## src/hdl/scf_pkg.sv

```systemverilog
// Shared types and constants for the sphere frustum cull block.
package scf_pkg;

   localparam int COORD_BITS = 32;
   localparam int HALF_W     = 32;
   localparam int CSR_W      = 64;
   localparam int CSR_IDX_W  = 3;
   localparam int FRAC_BITS  = 16;
   localparam int RAD_W      = COORD_BITS - 1;
   localparam int CPROD_W    = COORD_BITS + HALF_W;
   localparam int BPROD_W    = HALF_W + RAD_W;
   localparam int CMP_W      = CPROD_W + 2;
   localparam int DEP_W      = ((COORD_BITS > HALF_W) ? COORD_BITS : HALF_W) + 2;
   localparam int MASK_W     = 6;

   localparam logic [CSR_IDX_W-1:0] CSR_SLOPES_LR  = 3'd0;
   localparam logic [CSR_IDX_W-1:0] CSR_SLOPES_TB  = 3'd1;
   localparam logic [CSR_IDX_W-1:0] CSR_LENGTHS_LR = 3'd2;
   localparam logic [CSR_IDX_W-1:0] CSR_LENGTHS_TB = 3'd3;
   localparam logic [CSR_IDX_W-1:0] CSR_NEAR_FAR   = 3'd4;
   localparam logic [CSR_IDX_W-1:0] CSR_ORTHO_X    = 3'd5;
   localparam logic [CSR_IDX_W-1:0] CSR_ORTHO_Y    = 3'd6;
   localparam logic [CSR_IDX_W-1:0] CSR_PROJ_MODE  = 3'd7;

   localparam logic [1:0] PARENT_VISIBLE = 2'd0;
   localparam logic [1:0] PARENT_CULLED  = 2'd1;

   typedef struct packed {
      logic signed [COORD_BITS-1:0] center_x;
      logic signed [COORD_BITS-1:0] center_depth;
      logic signed [COORD_BITS-1:0] center_z;
      logic        [RAD_W-1:0]      radius;
      logic        [1:0]            parent_state;
   } req_type;

   typedef struct packed {
      logic              outside;
      logic [MASK_W-1:0] clip_mask;
   } rsp_type;

   typedef struct packed {
      logic signed [HALF_W-1:0] slope_l;
      logic signed [HALF_W-1:0] slope_r;
      logic signed [HALF_W-1:0] slope_t;
      logic signed [HALF_W-1:0] slope_b;
      logic        [HALF_W-1:0] len_l;
      logic        [HALF_W-1:0] len_r;
      logic        [HALF_W-1:0] len_t;
      logic        [HALF_W-1:0] len_b;
      logic signed [HALF_W-1:0] near_depth;
      logic signed [HALF_W-1:0] far_depth;
      logic signed [HALF_W-1:0] ortho_left;
      logic signed [HALF_W-1:0] ortho_right;
      logic signed [HALF_W-1:0] ortho_upper;
      logic signed [HALF_W-1:0] ortho_lower;
      logic                     ortho_mode;
   } cfg_type;

   typedef struct packed {
      logic signed [CPROD_W-1:0]    c_l;
      logic signed [CPROD_W-1:0]    c_r;
      logic signed [CPROD_W-1:0]    c_t;
      logic signed [CPROD_W-1:0]    c_b;
      logic        [BPROD_W-1:0]    b_l;
      logic        [BPROD_W-1:0]    b_r;
      logic        [BPROD_W-1:0]    b_t;
      logic        [BPROD_W-1:0]    b_b;
      logic signed [COORD_BITS-1:0] center_x;
      logic signed [COORD_BITS-1:0] center_depth;
      logic signed [COORD_BITS-1:0] center_z;
      logic        [RAD_W-1:0]      radius;
      logic        [1:0]            parent_state;
   } prod_type;

endpackage

```

## src/hdl/scf_decide.sv

```systemverilog
// Plane comparisons, verdict selection and result register.
module scf_decide (
   input  logic               clock,
   input  logic               reset,
   input  logic               prod_valid,
   output logic               prod_ready,
   input  scf_pkg::prod_type  prod_data,
   input  scf_pkg::cfg_type   cfg,
   output logic               rsp_valid,
   input  logic               rsp_ready,
   output scf_pkg::rsp_type   rsp_data
);

   localparam int CW = scf_pkg::CMP_W;
   localparam int DW = scf_pkg::DEP_W;

   logic             rsp_valid_ff, rsp_valid_in;
   scf_pkg::rsp_type rsp_ff, rsp_in;

   logic signed [CW-1:0] xq, zq, cl, cr, ct, cb, bl, br, bt, bb;
   logic signed [DW-1:0] xd, yd, zd, rd, near_d, far_d;
   logic signed [DW-1:0] left_d, right_d, upper_d, lower_d;
   logic out_r, out_l, out_t, out_b, out_n, out_f;
   logic [scf_pkg::MASK_W-1:0] mask;
   logic in_box;

   assign prod_ready   = !rsp_valid_ff || rsp_ready;
   assign rsp_valid_in = prod_ready ? prod_valid : rsp_valid_ff;

   always_comb begin
      xq = CW'($signed(prod_data.center_x)) <<< scf_pkg::FRAC_BITS;
      zq = CW'($signed(prod_data.center_z)) <<< scf_pkg::FRAC_BITS;
      cl = CW'($signed(prod_data.c_l));
      cr = CW'($signed(prod_data.c_r));
      ct = CW'($signed(prod_data.c_t));
      cb = CW'($signed(prod_data.c_b));
      bl = CW'(prod_data.b_l);
      br = CW'(prod_data.b_r);
      bt = CW'(prod_data.b_t);
      bb = CW'(prod_data.b_b);

      xd      = DW'($signed(prod_data.center_x));
      yd      = DW'($signed(prod_data.center_depth));
      zd      = DW'($signed(prod_data.center_z));
      rd      = DW'(prod_data.radius);
      near_d  = DW'($signed(cfg.near_depth));
      far_d   = DW'($signed(cfg.far_depth));
      left_d  = DW'($signed(cfg.ortho_left));
      right_d = DW'($signed(cfg.ortho_right));
      upper_d = DW'($signed(cfg.ortho_upper));
      lower_d = DW'($signed(cfg.ortho_lower));

      // early rejects; once any fires the crossing mask is dropped
      out_r = cr < (xq - br);
      out_l = (xq + bl) < cl;
      out_t = ct < (zq - bt);
      out_b = (zq + bb) < cb;
      out_n = (yd + rd) < near_d;
      out_f = far_d < (yd - rd);

      mask[0] = (xq - bl) < cl;
      mask[1] = cr < (xq + br);
      mask[2] = (zq - bb) < cb;
      mask[3] = ct < (zq + bt);
      mask[4] = (yd - rd) < near_d;
      mask[5] = far_d < (yd + rd);

      in_box = (left_d < xd) && (xd < right_d) && (zd < upper_d) && (lower_d < zd) &&
               (near_d < yd) && (yd < far_d);

      rsp_in = '0;
      case (prod_data.parent_state)
         scf_pkg::PARENT_VISIBLE: begin
            rsp_in.outside = 1'b0;
         end
         scf_pkg::PARENT_CULLED: begin
            rsp_in.outside = 1'b1;
         end
         default: begin
            if (cfg.ortho_mode) begin
               rsp_in.outside = !in_box;
            end else if (out_r || out_l || out_t || out_b || out_n || out_f) begin
               rsp_in.outside = 1'b1;
            end else begin
               rsp_in.clip_mask = mask;
            end
         end
      endcase
   end

   always_ff @(posedge clock) begin
      if (reset) begin
         rsp_valid_ff <= 1'b0;
      end else begin
         rsp_valid_ff <= rsp_valid_in;
      end
   end

   always_ff @(posedge clock) begin
      if (prod_ready) begin
         rsp_ff <= rsp_in;
      end
   end

   assign rsp_valid = rsp_valid_ff;
   assign rsp_data  = rsp_ff;

endmodule

```

## config.mk

```make
export PLATFORM = sky130hd
export DESIGN_NAME = scf_decide
export DESIGN_NICKNAME = d
export VERILOG_FILES = /design/src/hdl/scf_pkg.sv /design/src/hdl/scf_decide.sv
export SDC_FILE = /design/constraint.sdc
export NUM_CORES = 2
export LEC_CHECK = 0
export BUFFER_PORTS_ARGS = -buffer_cell sky130_fd_sc_hd__buf_2
export CAP_MARGIN = 15
export CORE_AREA = 2 2 434 436
export CTS_BUF_LIST = sky130_fd_sc_hd__clkbuf_8
export DETAILED_ROUTE_END_ITERATION = 10
export DIE_AREA = 0 0 436 438
export PLACE_DENSITY = 0.54
export SLEW_MARGIN = 20
export SYNTH_ARGS = -nofsm -noshare
export SYNTH_HDL_FRONTEND = slang
export SYNTH_SLANG_ARGS = --single-unit
export TNS_END_PERCENT = 50
```

## constraint.sdc

```tcl
create_clock -name clock -period 16 [get_ports clock]
set_input_delay 3.2 -clock clock [delete_from_list [all_inputs] [get_ports clock]]
set_output_delay 3.2 -clock clock [all_outputs]
set_load 0.02 [all_outputs]
```

==> flow_summary.ini <==
[layout]
final_cell_mix = ha_1, inv_1, buf_2
final_common_cell = ha_1
fin_cells = 9357
n_fill_cell = 20900
drive_gt1_frac = 0.135
syn2layout_area_growth_pct = 16.0
final_nets = 9182

[timing]
fmax_mhz = 89.0
hold_violations = 0
worst_slack_ps = 4770
relSlewSlack = 0.268
min_period_ps = 11230
drv_slew = 0
fin_crit_sh = 0.702
setup_viol = 0
rsz0062_at_grt = false
fin_tns_setup_ps = 0
skew_ps = 1.76
max_slew.worst_pin.slew_ps = 1080

[critical_path]
r2r_end = rsp_data[0]$_SDFFCE_PP0P_
reg2reg_depth = 2
worstSetupPathType = in -> reg
crit_path_start_kind = primary input
critPathLaunch = prod_data[122]
timing.rr.start = rsp_valid$_SDFFE_PP0P_
max_stage_delay_ps = 890
critPathBufInv = 1
cp_top_family = simple AND/OR/NAND/NOR gates
cp-endpoint = rsp_data[2]$_SDFFCE_PP0P_
cp.required_ps = 16030
cp.depth = 24
crit_chain = buf_2 > ha_1 > or4_1 > or3_1 > nor3_1 > nand4_1 > a311o_1 > a21bo_2 > o211a_1 > o311ai_1 > nand2_1 > a31oi_1 > xnor2_1 > ha_1 > nand4_1 > nor4_1 > nor4b_1 > a221oi_1 > o21ai_0 > a211oi_1 > nand2_1 > xor2_1 > or4_1 > a2111oi_2
slowest_stage = or4_1
crit_path_max_fanout = 11
end_kind = register
r2r_setup_slack_ps = 15030
critPathArrivalTime_ps = 11260

[synthesis]
synth_largest_area_cell = ha_1
synth-edff-count = 7
syn-num-nets = 8486
ys_seq_area_frac = 0.00527
yosys.area_share.xor_xnor = 0.0955
synth_top_family_by_area = adder cells
synth_cells = 6118
synth_ff_type = edfxtp_1
syn_avg_cell_area_um2 = 7.14
ys_async_sr_fraction = 0
synth-simple-area-share = 0.173
synthAdderAreaFrac = 0.367
synth_compound_area_frac = 0.267
synth_cell_types = 91
yosysTopAreaCellShare = 0.364
synthMuxAreaShare = 0.00192
synth.top_cells.by_area = ha_1, xnor2_1, a21oi_1, inv_1, a21o_1
ys_seq_elements = 8
synth_area_um2 = 43700
yosysWarnings = 0

[floorplanning]
die-height_um = 438
die_w_um = 436
io_pins = 1099
num_rows = 159
start_util = 0.234
fp.dieArea_um2 = 191000
core_area_um2 = 187000

[placement]
place.gp.congestion = 0.977
post-dp-hpwl_mm = 176
pre_cts_slack_ps = 4240
dp.cells = 9304
port_buffers = 842

[grt]
grt_overflow_total = 0
grt_pass1_wl_mm = 285
grt_antenna_before_repair = 129
grt.total_usage = 0.194
grt_max_degree = 45
grt_pass1_vias = 46200

[clock_network]
h-tree-depth = 1
clock_latency_ps = 290
cts.sinks = 8
cts_tree = built
cts_buffers = 3
clkTransAtPathRegs_ps = 80
cts-root-buf = clkbuf_8
clk_path_buf_depth = 2
postCtsResizedCells = 0
hold_buffers = 0
cts_setup_buffers = 0

[detailed_routing]
routed_wl_mm = 195
wl_per_cell_um = 20.8
postRouteAntennaNets = 0
drc_errors = 0
dr.pass1.iters = 5
drt_iter0_markers = 2455
vias = 46600
vias_per_cell = 4.98

[worst_hold_path]
hp-class = reg -> reg
whs_path_depth = 3

[run]
max-cap-violations = 0

[run_status]
status = complete, no violations

[pwr]
p_per_area_nw_per_um2 = 43.9
peakVddDrop_uv = 17.8
leakage_nw = 26.4
sequential cells by signal (all words and copies together), names as in the netlist:
signal     count
rsp_data       7
rsp_valid      1
power by group:
group / switching, mW / leakage (nW) / internal, mW
clock network: 0.0205 / 0.0272 / 0.0172
logic: 1.26 / 26.3 / 0.899
registers: 0.000586 / 0.0872 / 0.0239
cells in the mapped netlist, types with 16 or more instances:
library cell / count
nor4_1: 53
and4_1: 16
nand2_1: 210
a21boi_0: 16
inv_1: 882
nand2b_1: 117
a31oi_1: 44
nor2b_1: 123
o31ai_1: 51
o21ai_1: 23
nor3_1: 112
xor2_1: 69
nand4_1: 180
ha_1: 1272
o211ai_1: 34
nor2_1: 396
xnor2_1: 407
a2111oi_0: 21
or2_2: 17
nand3_1: 102
o21a_1: 40
or4_1: 17
clkbuf_1: 151
and3_1: 33
a21o_1: 288
or3_1: 32
o21ai_0: 280
o21bai_1: 152
a21oi_1: 664
a211oi_1: 54
per-layer routing:
layer | routed length [µm] | global-route usage | up-vias
met5 | 486 | 0 | -
met4 | 8460 | 0.0762 | 78
met3 | 11300 | 0.0355 | 345
met2 | 95300 | 0.354 | 1383
met1 | 79000 | 0.222 | 21600
li1 | - | - | 23200
per-stage QoR:
| stage | util | power [mW] | hold slack, ps | area (µm²) |
|---|---|---|---|---|
| after floorplan | - | 1.48 | 897 | 43700 |
| after global placement | 0.271 | 2.14 | 781 | 50500 |
| after detailed placement | 0.271 | 2.17 | 809 | 50500 |
| after CTS | 0.271 | 2.23 | 832 | 50500 |
| after global routing | 0.271 | 2.50 | 841 | 50600 |
| final | 0.271 | 2.22 | 785 | 50700 |
cells by family (layout without fill, tap and decap cells):
group,count (synthesis),after routing
buffers and inverters,1052,1747
adder cells (fa/ha/maj),1278,1278
flip-flops,8,8
other,0,49
XOR/XNOR,476,476
multiplexers,8,8
AND/OR/NAND/NOR,1460,1460
AO/OA/AOI/OAI,1836,1836
tightest hold or removal path: stages, from the launching register on:
cell and delay (ps):
dfxtp_1 310, nand2b_1 60, buf_4 260, a21oi_1 110
final cells by class:
class,instances,area [µm²],share of cell area
well taps,2495,3120,0.0616
diodes,49,123,0.00242
flip-flops and latches,8,230,0.00455
repair buffers,853,4300,0.0849
clock buffers,3,41.3,0.000815
inverters,890,3340,0.0660
clock inverters,1,3.75,0.0000741
multi-input cells,5058,39500,0.780
how the worst min path moves through the flow:
| stage | start | end | slack [ps] |
|---|---|---|---|
| 6_report | rsp_valid$_SDFFE_PP0P_ | rsp_valid$_SDFFE_PP0P_ | 790 |
| 5_1_grt | rsp_valid$_SDFFE_PP0P_ | rsp_data[2]$_SDFFCE_PP0P_ | 840 |
| 4_1_cts | rsp_valid$_SDFFE_PP0P_ | rsp_data[2]$_SDFFCE_PP0P_ | 830 |
| 3_5_place_dp | rsp_valid$_SDFFE_PP0P_ | rsp_data[2]$_SDFFCE_PP0P_ | 810 |
| 3_3_place_gp | rsp_valid$_SDFFE_PP0P_ | rsp_valid$_SDFFE_PP0P_ | 780 |
| 2_1_floorplan | rsp_valid$_SDFFE_PP0P_ | rsp_valid$_SDFFE_PP0P_ | 900 |
No activity file was read; power rests on OpenSTA's default activity.
