===== config.mk =====
export PLATFORM = sky130hd
export DESIGN_NAME = scf_csr
export DESIGN_NICKNAME = d
export VERILOG_FILES = /design/src/hdl/scf_pkg.sv /design/src/hdl/scf_csr.sv
export SDC_FILE = /design/constraint.sdc
export NUM_CORES = 1
export LEC_CHECK = 0
export ABC_AREA = 1
export BUFFER_PORTS_ARGS = -buffer_cell sky130_fd_sc_hd__buf_2
export CELL_PAD_IN_SITES_DETAIL_PLACEMENT = 0
export CELL_PAD_IN_SITES_GLOBAL_PLACEMENT = 1
export CORE_MARGIN = 4
export CORE_UTILIZATION = 36
export CTS_BUF_LIST = sky130_fd_sc_hd__clkbuf_16
export DETAILED_ROUTE_END_ITERATION = 12
export PLACE_DENSITY_LB_ADDON = 0.1
export SYNTH_ARGS = -nofsm -noshare
export SYNTH_HDL_FRONTEND = slang
export SYNTH_SLANG_ARGS = --single-unit

===== constraint.sdc =====
create_clock -name clock -period 1.6 [get_ports clock]
set_clock_uncertainty 0.05 [all_clocks]
set_input_delay 0.48 -clock clock [delete_from_list [all_inputs] [get_ports clock]]
set_output_delay 0.48 -clock clock [all_outputs]
set_load 0.05 [all_outputs]

===== src/hdl/scf_pkg.sv =====
// Shared types and constants for the sphere frustum cull block.
package scf_pkg;

   localparam int COORD_BITS = 32;
   localparam int HALF_W     = 32;
   localparam int CSR_W      = 64;
   localparam int CSR_IDX_W  = 3;
   localparam int FRAC_BITS  = 16;
   localparam int RAD_W      = COORD_BITS - 1;
   localparam int CPROD_W    = COORD_BITS + HALF_W;
   localparam int BPROD_W    = HALF_W + RAD_W;
   localparam int CMP_W      = CPROD_W + 2;
   localparam int DEP_W      = ((COORD_BITS > HALF_W) ? COORD_BITS : HALF_W) + 2;
   localparam int MASK_W     = 6;

   localparam logic [CSR_IDX_W-1:0] CSR_SLOPES_LR  = 3'd0;
   localparam logic [CSR_IDX_W-1:0] CSR_SLOPES_TB  = 3'd1;
   localparam logic [CSR_IDX_W-1:0] CSR_LENGTHS_LR = 3'd2;
   localparam logic [CSR_IDX_W-1:0] CSR_LENGTHS_TB = 3'd3;
   localparam logic [CSR_IDX_W-1:0] CSR_NEAR_FAR   = 3'd4;
   localparam logic [CSR_IDX_W-1:0] CSR_ORTHO_X    = 3'd5;
   localparam logic [CSR_IDX_W-1:0] CSR_ORTHO_Y    = 3'd6;
   localparam logic [CSR_IDX_W-1:0] CSR_PROJ_MODE  = 3'd7;

   localparam logic [1:0] PARENT_VISIBLE = 2'd0;
   localparam logic [1:0] PARENT_CULLED  = 2'd1;

   typedef struct packed {
      logic signed [COORD_BITS-1:0] center_x;
      logic signed [COORD_BITS-1:0] center_depth;
      logic signed [COORD_BITS-1:0] center_z;
      logic        [RAD_W-1:0]      radius;
      logic        [1:0]            parent_state;
   } req_type;

   typedef struct packed {
      logic              outside;
      logic [MASK_W-1:0] clip_mask;
   } rsp_type;

   typedef struct packed {
      logic signed [HALF_W-1:0] slope_l;
      logic signed [HALF_W-1:0] slope_r;
      logic signed [HALF_W-1:0] slope_t;
      logic signed [HALF_W-1:0] slope_b;
      logic        [HALF_W-1:0] len_l;
      logic        [HALF_W-1:0] len_r;
      logic        [HALF_W-1:0] len_t;
      logic        [HALF_W-1:0] len_b;
      logic signed [HALF_W-1:0] near_depth;
      logic signed [HALF_W-1:0] far_depth;
      logic signed [HALF_W-1:0] ortho_left;
      logic signed [HALF_W-1:0] ortho_right;
      logic signed [HALF_W-1:0] ortho_upper;
      logic signed [HALF_W-1:0] ortho_lower;
      logic                     ortho_mode;
   } cfg_type;

   typedef struct packed {
      logic signed [CPROD_W-1:0]    c_l;
      logic signed [CPROD_W-1:0]    c_r;
      logic signed [CPROD_W-1:0]    c_t;
      logic signed [CPROD_W-1:0]    c_b;
      logic        [BPROD_W-1:0]    b_l;
      logic        [BPROD_W-1:0]    b_r;
      logic        [BPROD_W-1:0]    b_t;
      logic        [BPROD_W-1:0]    b_b;
      logic signed [COORD_BITS-1:0] center_x;
      logic signed [COORD_BITS-1:0] center_depth;
      logic signed [COORD_BITS-1:0] center_z;
      logic        [RAD_W-1:0]      radius;
      logic        [1:0]            parent_state;
   } prod_type;

endpackage


===== src/hdl/scf_csr.sv =====
// Configuration register file for the sphere frustum cull block.
module scf_csr (
   input  logic                           clock,
   input  logic                           reset,
   input  logic                           csr_wr_en,
   input  logic [scf_pkg::CSR_IDX_W-1:0]  csr_index,
   input  logic [scf_pkg::CSR_W-1:0]      csr_wdata,
   output scf_pkg::cfg_type               cfg
);

   localparam int HW = scf_pkg::HALF_W;

   scf_pkg::cfg_type cfg_ff, cfg_in;

   always_comb begin
      cfg_in = cfg_ff;
      if (csr_wr_en) begin
         unique case (csr_index)
            scf_pkg::CSR_SLOPES_LR: begin
               cfg_in.slope_l = csr_wdata[HW-1:0];
               cfg_in.slope_r = csr_wdata[2*HW-1:HW];
            end
            scf_pkg::CSR_SLOPES_TB: begin
               cfg_in.slope_t = csr_wdata[HW-1:0];
               cfg_in.slope_b = csr_wdata[2*HW-1:HW];
            end
            scf_pkg::CSR_LENGTHS_LR: begin
               cfg_in.len_l = csr_wdata[HW-1:0];
               cfg_in.len_r = csr_wdata[2*HW-1:HW];
            end
            scf_pkg::CSR_LENGTHS_TB: begin
               cfg_in.len_t = csr_wdata[HW-1:0];
               cfg_in.len_b = csr_wdata[2*HW-1:HW];
            end
            scf_pkg::CSR_NEAR_FAR: begin
               cfg_in.near_depth = csr_wdata[HW-1:0];
               cfg_in.far_depth  = csr_wdata[2*HW-1:HW];
            end
            scf_pkg::CSR_ORTHO_X: begin
               cfg_in.ortho_left  = csr_wdata[HW-1:0];
               cfg_in.ortho_right = csr_wdata[2*HW-1:HW];
            end
            scf_pkg::CSR_ORTHO_Y: begin
               cfg_in.ortho_upper = csr_wdata[HW-1:0];
               cfg_in.ortho_lower = csr_wdata[2*HW-1:HW];
            end
            scf_pkg::CSR_PROJ_MODE: begin
               cfg_in.ortho_mode = csr_wdata[0];
            end
            default: begin
               cfg_in = cfg_ff;
            end
         endcase
      end
   end

   always_ff @(posedge clock) begin
      if (reset) begin
         cfg_ff <= '0;
      end else begin
         cfg_ff <= cfg_in;
      end
   end

   assign cfg = cfg_ff;

endmodule


==> results of run 1 <==
power by group:
group / internal [mW] / switching, mW
clock network: 6.07 / 4.65
registers: 11.6 / 0.418
logic: 1.85 / 3.09
total: 19.5 / 8.15
Yosys cell counts, drive strengths merged:
cell type    n
buf        140
clkbuf      48
dfxtp      449
inv         71
nand2      456
nand3      448
nor2       910
routing by layer:
metal	share of wire	global-route usage	vias up
met4	0.035	0.101	2
li1	-	-	8843
met1	0.40	0.318	8449
met5	0.00018	0	-
met2	0.49	0.428	627
met3	0.071	0.0604	125
cell families (layout without fill, tap and decap cells):
| logic type | count (synthesis) | count (layout) | share of synthesized area |
|---|---|---|---|
| DFF | 449 | 449 | 0.509 |
| and+or+nand+nor | 1814 | 1814 | 0.421 |
| other | 0 | 2 | 0 |
| buffers and inverters | 259 | 784 | 0.0697 |
tightest hold or removal path, stage by stage:
cell and delay [ps]:
sky130_fd_sc_hd__buf_2 130, sky130_fd_sc_hd__inv_8 70, sky130_fd_sc_hd__nand2_1 70, sky130_fd_sc_hd__nor2_1 30
layout by cell type (no fill, tap or decap), types with 36 or more instances in the layout:
cell                        instances
sky130_fd_sc_hd__nor2_1           899
sky130_fd_sc_hd__nand2_1          454
sky130_fd_sc_hd__nand3_1          448
sky130_fd_sc_hd__buf_8            441
sky130_fd_sc_hd__dfxtp_2          362
sky130_fd_sc_hd__inv_1             89
sky130_fd_sc_hd__dfxtp_4           87
sky130_fd_sc_hd__buf_2             69
sky130_fd_sc_hd__buf_12            67
sky130_fd_sc_hd__clkbuf_16         53
sky130_fd_sc_hd__buf_4             36
final cells by class:
cell class | count | area share
antenna | 2 | 0.000176
clock buffer | 53 | 0.0465
clock inverter | 39 | 0.00645
inverter | 71 | 0.00979
multi-input combinational | 1814 | 0.262
sequential | 449 | 0.343
tap | 656 | 0.0288
timing repair buffer | 621 | 0.304
path summary, 6_finish.rpt:
kind / start / endpoint / slack [ps] / cells after the start
max reg2reg: cfg[86] / cfg[86] / 790 / 3
max: cfg[34] / cfg[34] / -50 / 1
min reg2reg: cfg[246] / cfg[246] / 440 / 2
min: reset / cfg[375] / 190 / 4
timing repair:
item / in CTS / in global routing
hold buffers: 0 / 0
resized for setup: 1822 / 53
endpoints found under the setup margin: 449 / 449
buffers inserted: 5 / 5
==> flow_summary.yaml, run 1 <==
worst_hold_path:
  type_of_the_tightest_min_delay_check: "input pin to flop"
finish:
  drive_gt1_frac: 0.376
  nFillCells: 4255
  postLayoutCellArea_um2: 28500
  combined_area_of_the_multi_input_logic_cells_um2: 7460
  layout.nets: 3077
  ff_latch_area_um2: 9770
  fin_util: 0.592
  largest_reg_flops: 449
  synthToLayoutAreaGrowth_pct: 61.5
  finalNonFillerCells: 3705
routing:
  routedWlPerCell_um: 19.1
  drt-vias-per-instance: 4.87
  via_count: 18000
  routed_wl_um: 70800
  remaining_drc_errors: 0
  detailed_routing_iterations_pass_1: 5
  detailedRoute.firstIterationViolations: 1167
  detail-route-antenna-nets: 0
synthesis:
  post_syn_nets: 2592
  synth.area.top_cells: "sky130_fd_sc_hd__dfxtp_1 (51%), sky130_fd_sc_hd__nor2_1 (19%), sky130_fd_sc_hd__nand3_1 (13%)"
  synth_seq_area_share: 0.509
  synth.distinct_cells: 14
  netlist_instances: 2522
  synth-seq-cells: 449
  post_synthesis_area_per_instance_um2: 7.00
  yosysWarningCount: 0
  netlist.top_cell.by_area: "sky130_fd_sc_hd__dfxtp_1"
  synth_top_area_frac: 0.509
  syn_area_um2: 17600
setup_path:
  cpMaxStageDelayCell: "sky130_fd_sc_hd__dfxtp_4"
  critical-path-max-stage-delay_ps: 380
  worstPathCellList: "buf_8"
  critical-path-top-delay-family: "flip-flops"
  endpoint_kind: "output pin"
  worstPathArrival_ps: 1120
  cp.buffers_inverters: 1
  cp-start-kind: "flop"
  path_class: "flop to output pin"
  timing.critical_path.required_ps: 1070
  path_max_fanout: 2
run_status:
  result_of_the_run: "complete, but fails checks"
  violated_checks: "negative setup slack"
clock_tree:
  clock_sink_count: 449
  cts.clk_slew.worst_paths_ps: 60
  clock_path_buffers: 3
  cts_tree: "yes"
  cts_inserted_buffers: 50
  root_buffer: "sky130_fd_sc_hd__clkbuf_16"
  h-tree-depth: 2
  worstSkewPairLatency_ps: 590
place:
  finalWeightedCongestion: 0.814
  post_dp_cell_area_um2: 21700
  estimated_wirelength_of_the_detail_placed_design_um: 48100
  placed_cells: 3601
  number_of_buffers_inserted_by_port_buffering: 518
  preCtsSetupSlack_ps: -117
timing:
  finalHoldViolCount: 0
  final.period_utilization: 1.03
  grt_setup_unrepaired: "true"
  hold_ws_ps: 193
  finalWorstPathRequiredPeriod_ps: 1650
  finalWorstSetupSlack_ps: -45.0
  finalSetupTns_ps: -5620
  achievable-frequency_ghz: 0.608
  report.final.setup_viol: 380
  slew_headroom: 0.729
  max_slew.worst_pin.slew_ps: 406
  drv_slew: 0
power_and_ir_drop:
  design_power_total_mw: 27.6
  power.static_leakage_nw: 12.4
  vdd.ir_drop.worst_mv: 0.675
  powerDensity_nw_per_um2: 969
floorplanning:
  rows: 80
  design.die.area_um2: 52600
  initial_standard_cell_utilization_of_the_core: 0.367
  dieHeight_um: 229
  fp.coreArea_um2: 48100
  floorplan.die.width_um: 229
  io-pin-count: 519
grt:
  initial_antenna_violation_count: 3
  grt_pass1_vias: 17200
  grt.overflow.total: 0
  grt_pass1_wl_um: 106000
  largest_net_degree_at_the_start_of_global_routing: 69
  overall_routing_resource_usage: 0.256
job:
  maxCapViolCount: 0
Note: power is estimated with default switching activity, not from simulation.
==> inputs of run 2 (changes only) <==
Settings changed: CORE_UTILIZATION 36 to 37, CTS_BUF_LIST sky130_fd_sc_hd__clkbuf_16 to sky130_fd_sc_hd__clkbuf_4.
==> run 2 against run 1 <==
Net effect:
- the run still ends with negative setup slack left
- maximum frequency down 14%
- clock power about the same
- highest routed layer unchanged
- non-clock buffer count up 47
- power up 0.34%
- flip-flop and latch count unchanged
- critical endpoint is now cfg[212]
- combinational power up 2%
- count of clock-buffer cells in the layout up 149
- first-iteration DRC count up 8.9%
- hold slack worse by 120 ps
- sequential share of layout area down 0.62 points
- global-route usage up 1.5 points
- cell count up 3.5%
- largest power group unchanged
==> flow_summary.yaml, run 2 (synthesis results as in run 1) <==
run_status:
  result_of_the_run: "complete, but fails checks"
  violated_checks: "negative setup slack"
job:
  maxCapViolCount: 0
clock_tree:
  cts_inserted_buffers: 121
  cts.clk_slew.worst_paths_ps: 70
  worstSkewPairLatency_ps: 860
  clock_path_buffers: 3
  root_buffer: "sky130_fd_sc_hd__clkbuf_4"
  clock_sink_count: 449
  cts_tree: "yes"
  h-tree-depth: 3
setup_path:
  worstPathCellList: "buf_8"
  critical-path-max-stage-delay_ps: 380
  critical-path-top-delay-family: "flip-flops"
  endpoint_kind: "output pin"
  path_max_fanout: 2
  path_class: "flop to output pin"
  cp.buffers_inverters: 1
  worstPathArrival_ps: 1390
  reg2reg_setup_slack_ps: 700
  timing.critical_path.required_ps: 1070
  cp-start-kind: "flop"
  cpMaxStageDelayCell: "sky130_fd_sc_hd__dfxtp_4"
place:
  placed_cells: 3542
  finalWeightedCongestion: 0.816
  number_of_buffers_inserted_by_port_buffering: 518
  estimated_wirelength_of_the_detail_placed_design_um: 47200
  post_dp_cell_area_um2: 21400
power_and_ir_drop:
  powerDensity_nw_per_um2: 960
  design_power_total_mw: 27.7
  vdd.ir_drop.worst_mv: 0.649
  power.net_switching_mw: 8.46
  sw_frac_of_total: 0.305
  power.static_leakage_nw: 12.7
  power.share.combinational: 0.181
  clock_power_share: 0.387
  sequentialPowerShare: 0.432
  p_int_mw: 19.3
grt:
  initial_antenna_violation_count: 5
  grt_pass1_wl_um: 108000
  grt.overflow.total: 0
  largest_net_degree_at_the_start_of_global_routing: 65
  grt_pass1_vias: 17900
  overall_routing_resource_usage: 0.271
routing:
  remaining_drc_errors: 0
  detailed_routing_iterations_pass_1: 5
  drt-vias-per-instance: 4.90
  routedWlPerCell_um: 18.9
  via_count: 18800
  routed_wl_um: 72400
  detail-route-antenna-nets: 0
  detailedRoute.firstIterationViolations: 1271
finish:
  drive_gt1_frac: 0.399
  largest_reg_flops: 449
  layout.nets: 3195
  fin_util: 0.616
  layout.cells.most_common_list: "sky130_fd_sc_hd__nor2_1 (899), sky130_fd_sc_hd__nand2_1 (454), sky130_fd_sc_hd__nand3_1 (448), sky130_fd_sc_hd__buf_8 (442), sky130_fd_sc_hd__dfxtp_2 (383)"
  synthToLayoutAreaGrowth_pct: 63.6
  nFillCells: 4176
  postLayoutCellArea_um2: 28900
  finalNonFillerCells: 3834
  layout_commonest_cell: "sky130_fd_sc_hd__nor2_1"
floorplanning:
  rows: 79
  floorplan.die.width_um: 226
  io-pin-count: 519
  initial_standard_cell_utilization_of_the_core: 0.377
  dieHeight_um: 226
  design.die.area_um2: 51300
  fp.coreArea_um2: 46900
timing:
  finalHoldViolCount: 0
  report.final.setup_viol: 449
  finalWorstSetupSlack_ps: -322
  achievable-frequency_ghz: 0.520
  finalWorstPathRequiredPeriod_ps: 1920
  slew_headroom: 0.697
  final.period_utilization: 1.20
  grt_setup_unrepaired: "true"
  max_slew.worst_pin.slew_ps: 455
  drv_slew: 0
  finalSetupTns_ps: -127550
worst_hold_path:
  type_of_the_tightest_min_delay_check: "input pin to flop"
[run 2: cell types whose count changed in the layout (fill, tap and decap cells not counted), sizes merged]
cell,previous run,this run
diode,2,3
clkinvlp,1,2
dlygate4sd3,0,53
buf,621,615
clkbuf,53,202
inv,92,72
[run 2: final cells by class]
| type | count | area, um^2 | share of cell area |
|---|---|---|---|
| sequential | 449 | 9720 | 0.336 |
| antenna | 3 | 7.51 | 0.000260 |
| clock inverter | 20 | 110 | 0.00381 |
| multi-input combinational | 1814 | 7460 | 0.258 |
| inverter | 71 | 279 | 0.00966 |
| clock buffer | 202 | 1520 | 0.0525 |
| timing repair buffer | 668 | 9030 | 0.313 |
| tap | 607 | 759 | 0.0263 |
[run 2: layer usage]
layer	wire length (um)	track usage	share of wire
met1	28800	0.328	0.40
met5	24	0	0.00033
met3	5620	0.0783	0.078
met4	2850	0.121	0.039
met2	35100	0.448	0.48
[run 2: what timing repair did]
item / in CTS / in global routing
resized for setup: 1807 / 54
hold endpoints to repair: 315 / 0
setup buffers: 5 / 9
setup endpoints to repair: 449 / 449
hold buffers: 53 / 0
[run 2: path summary, 6_finish.rpt]
path                 startpoint        to  cells past startpoint
setup / recovery       cfg[212]  cfg[212]                      1
hold / removal    csr_wdata[36]  cfg[261]                      5
setup reg to reg        cfg[16]   cfg[16]                      4
hold reg to reg        cfg[290]  cfg[290]                      2
[run 2: through the flow]
| step | worst slack (ps) | hold WS (ps) |
|---|---|---|
| 6_report | -322 | 70.4 |
| 5_1_grt | -412 | 24.4 |
| 4_1_cts | -431 | 0.871 |
| 3_5_place_dp | -70.7 | 417 |
| 3_3_place_gp | -42.0 | 409 |
| 2_1_floorplan | 199 | 650 |
[run 2: power groups by stage]
stage / clock [mW] / sequential (mW) / combinational, mW
floorplan: 0 / 13.4 / 1.47
global placement: 0 / 12.1 / 4.09
detailed placement: 0 / 12.1 / 4.11
CTS: 11.0 / 12.0 / 4.96
global route: 11.7 / 12.0 / 5.32
finish: 10.7 / 12.0 / 5.02
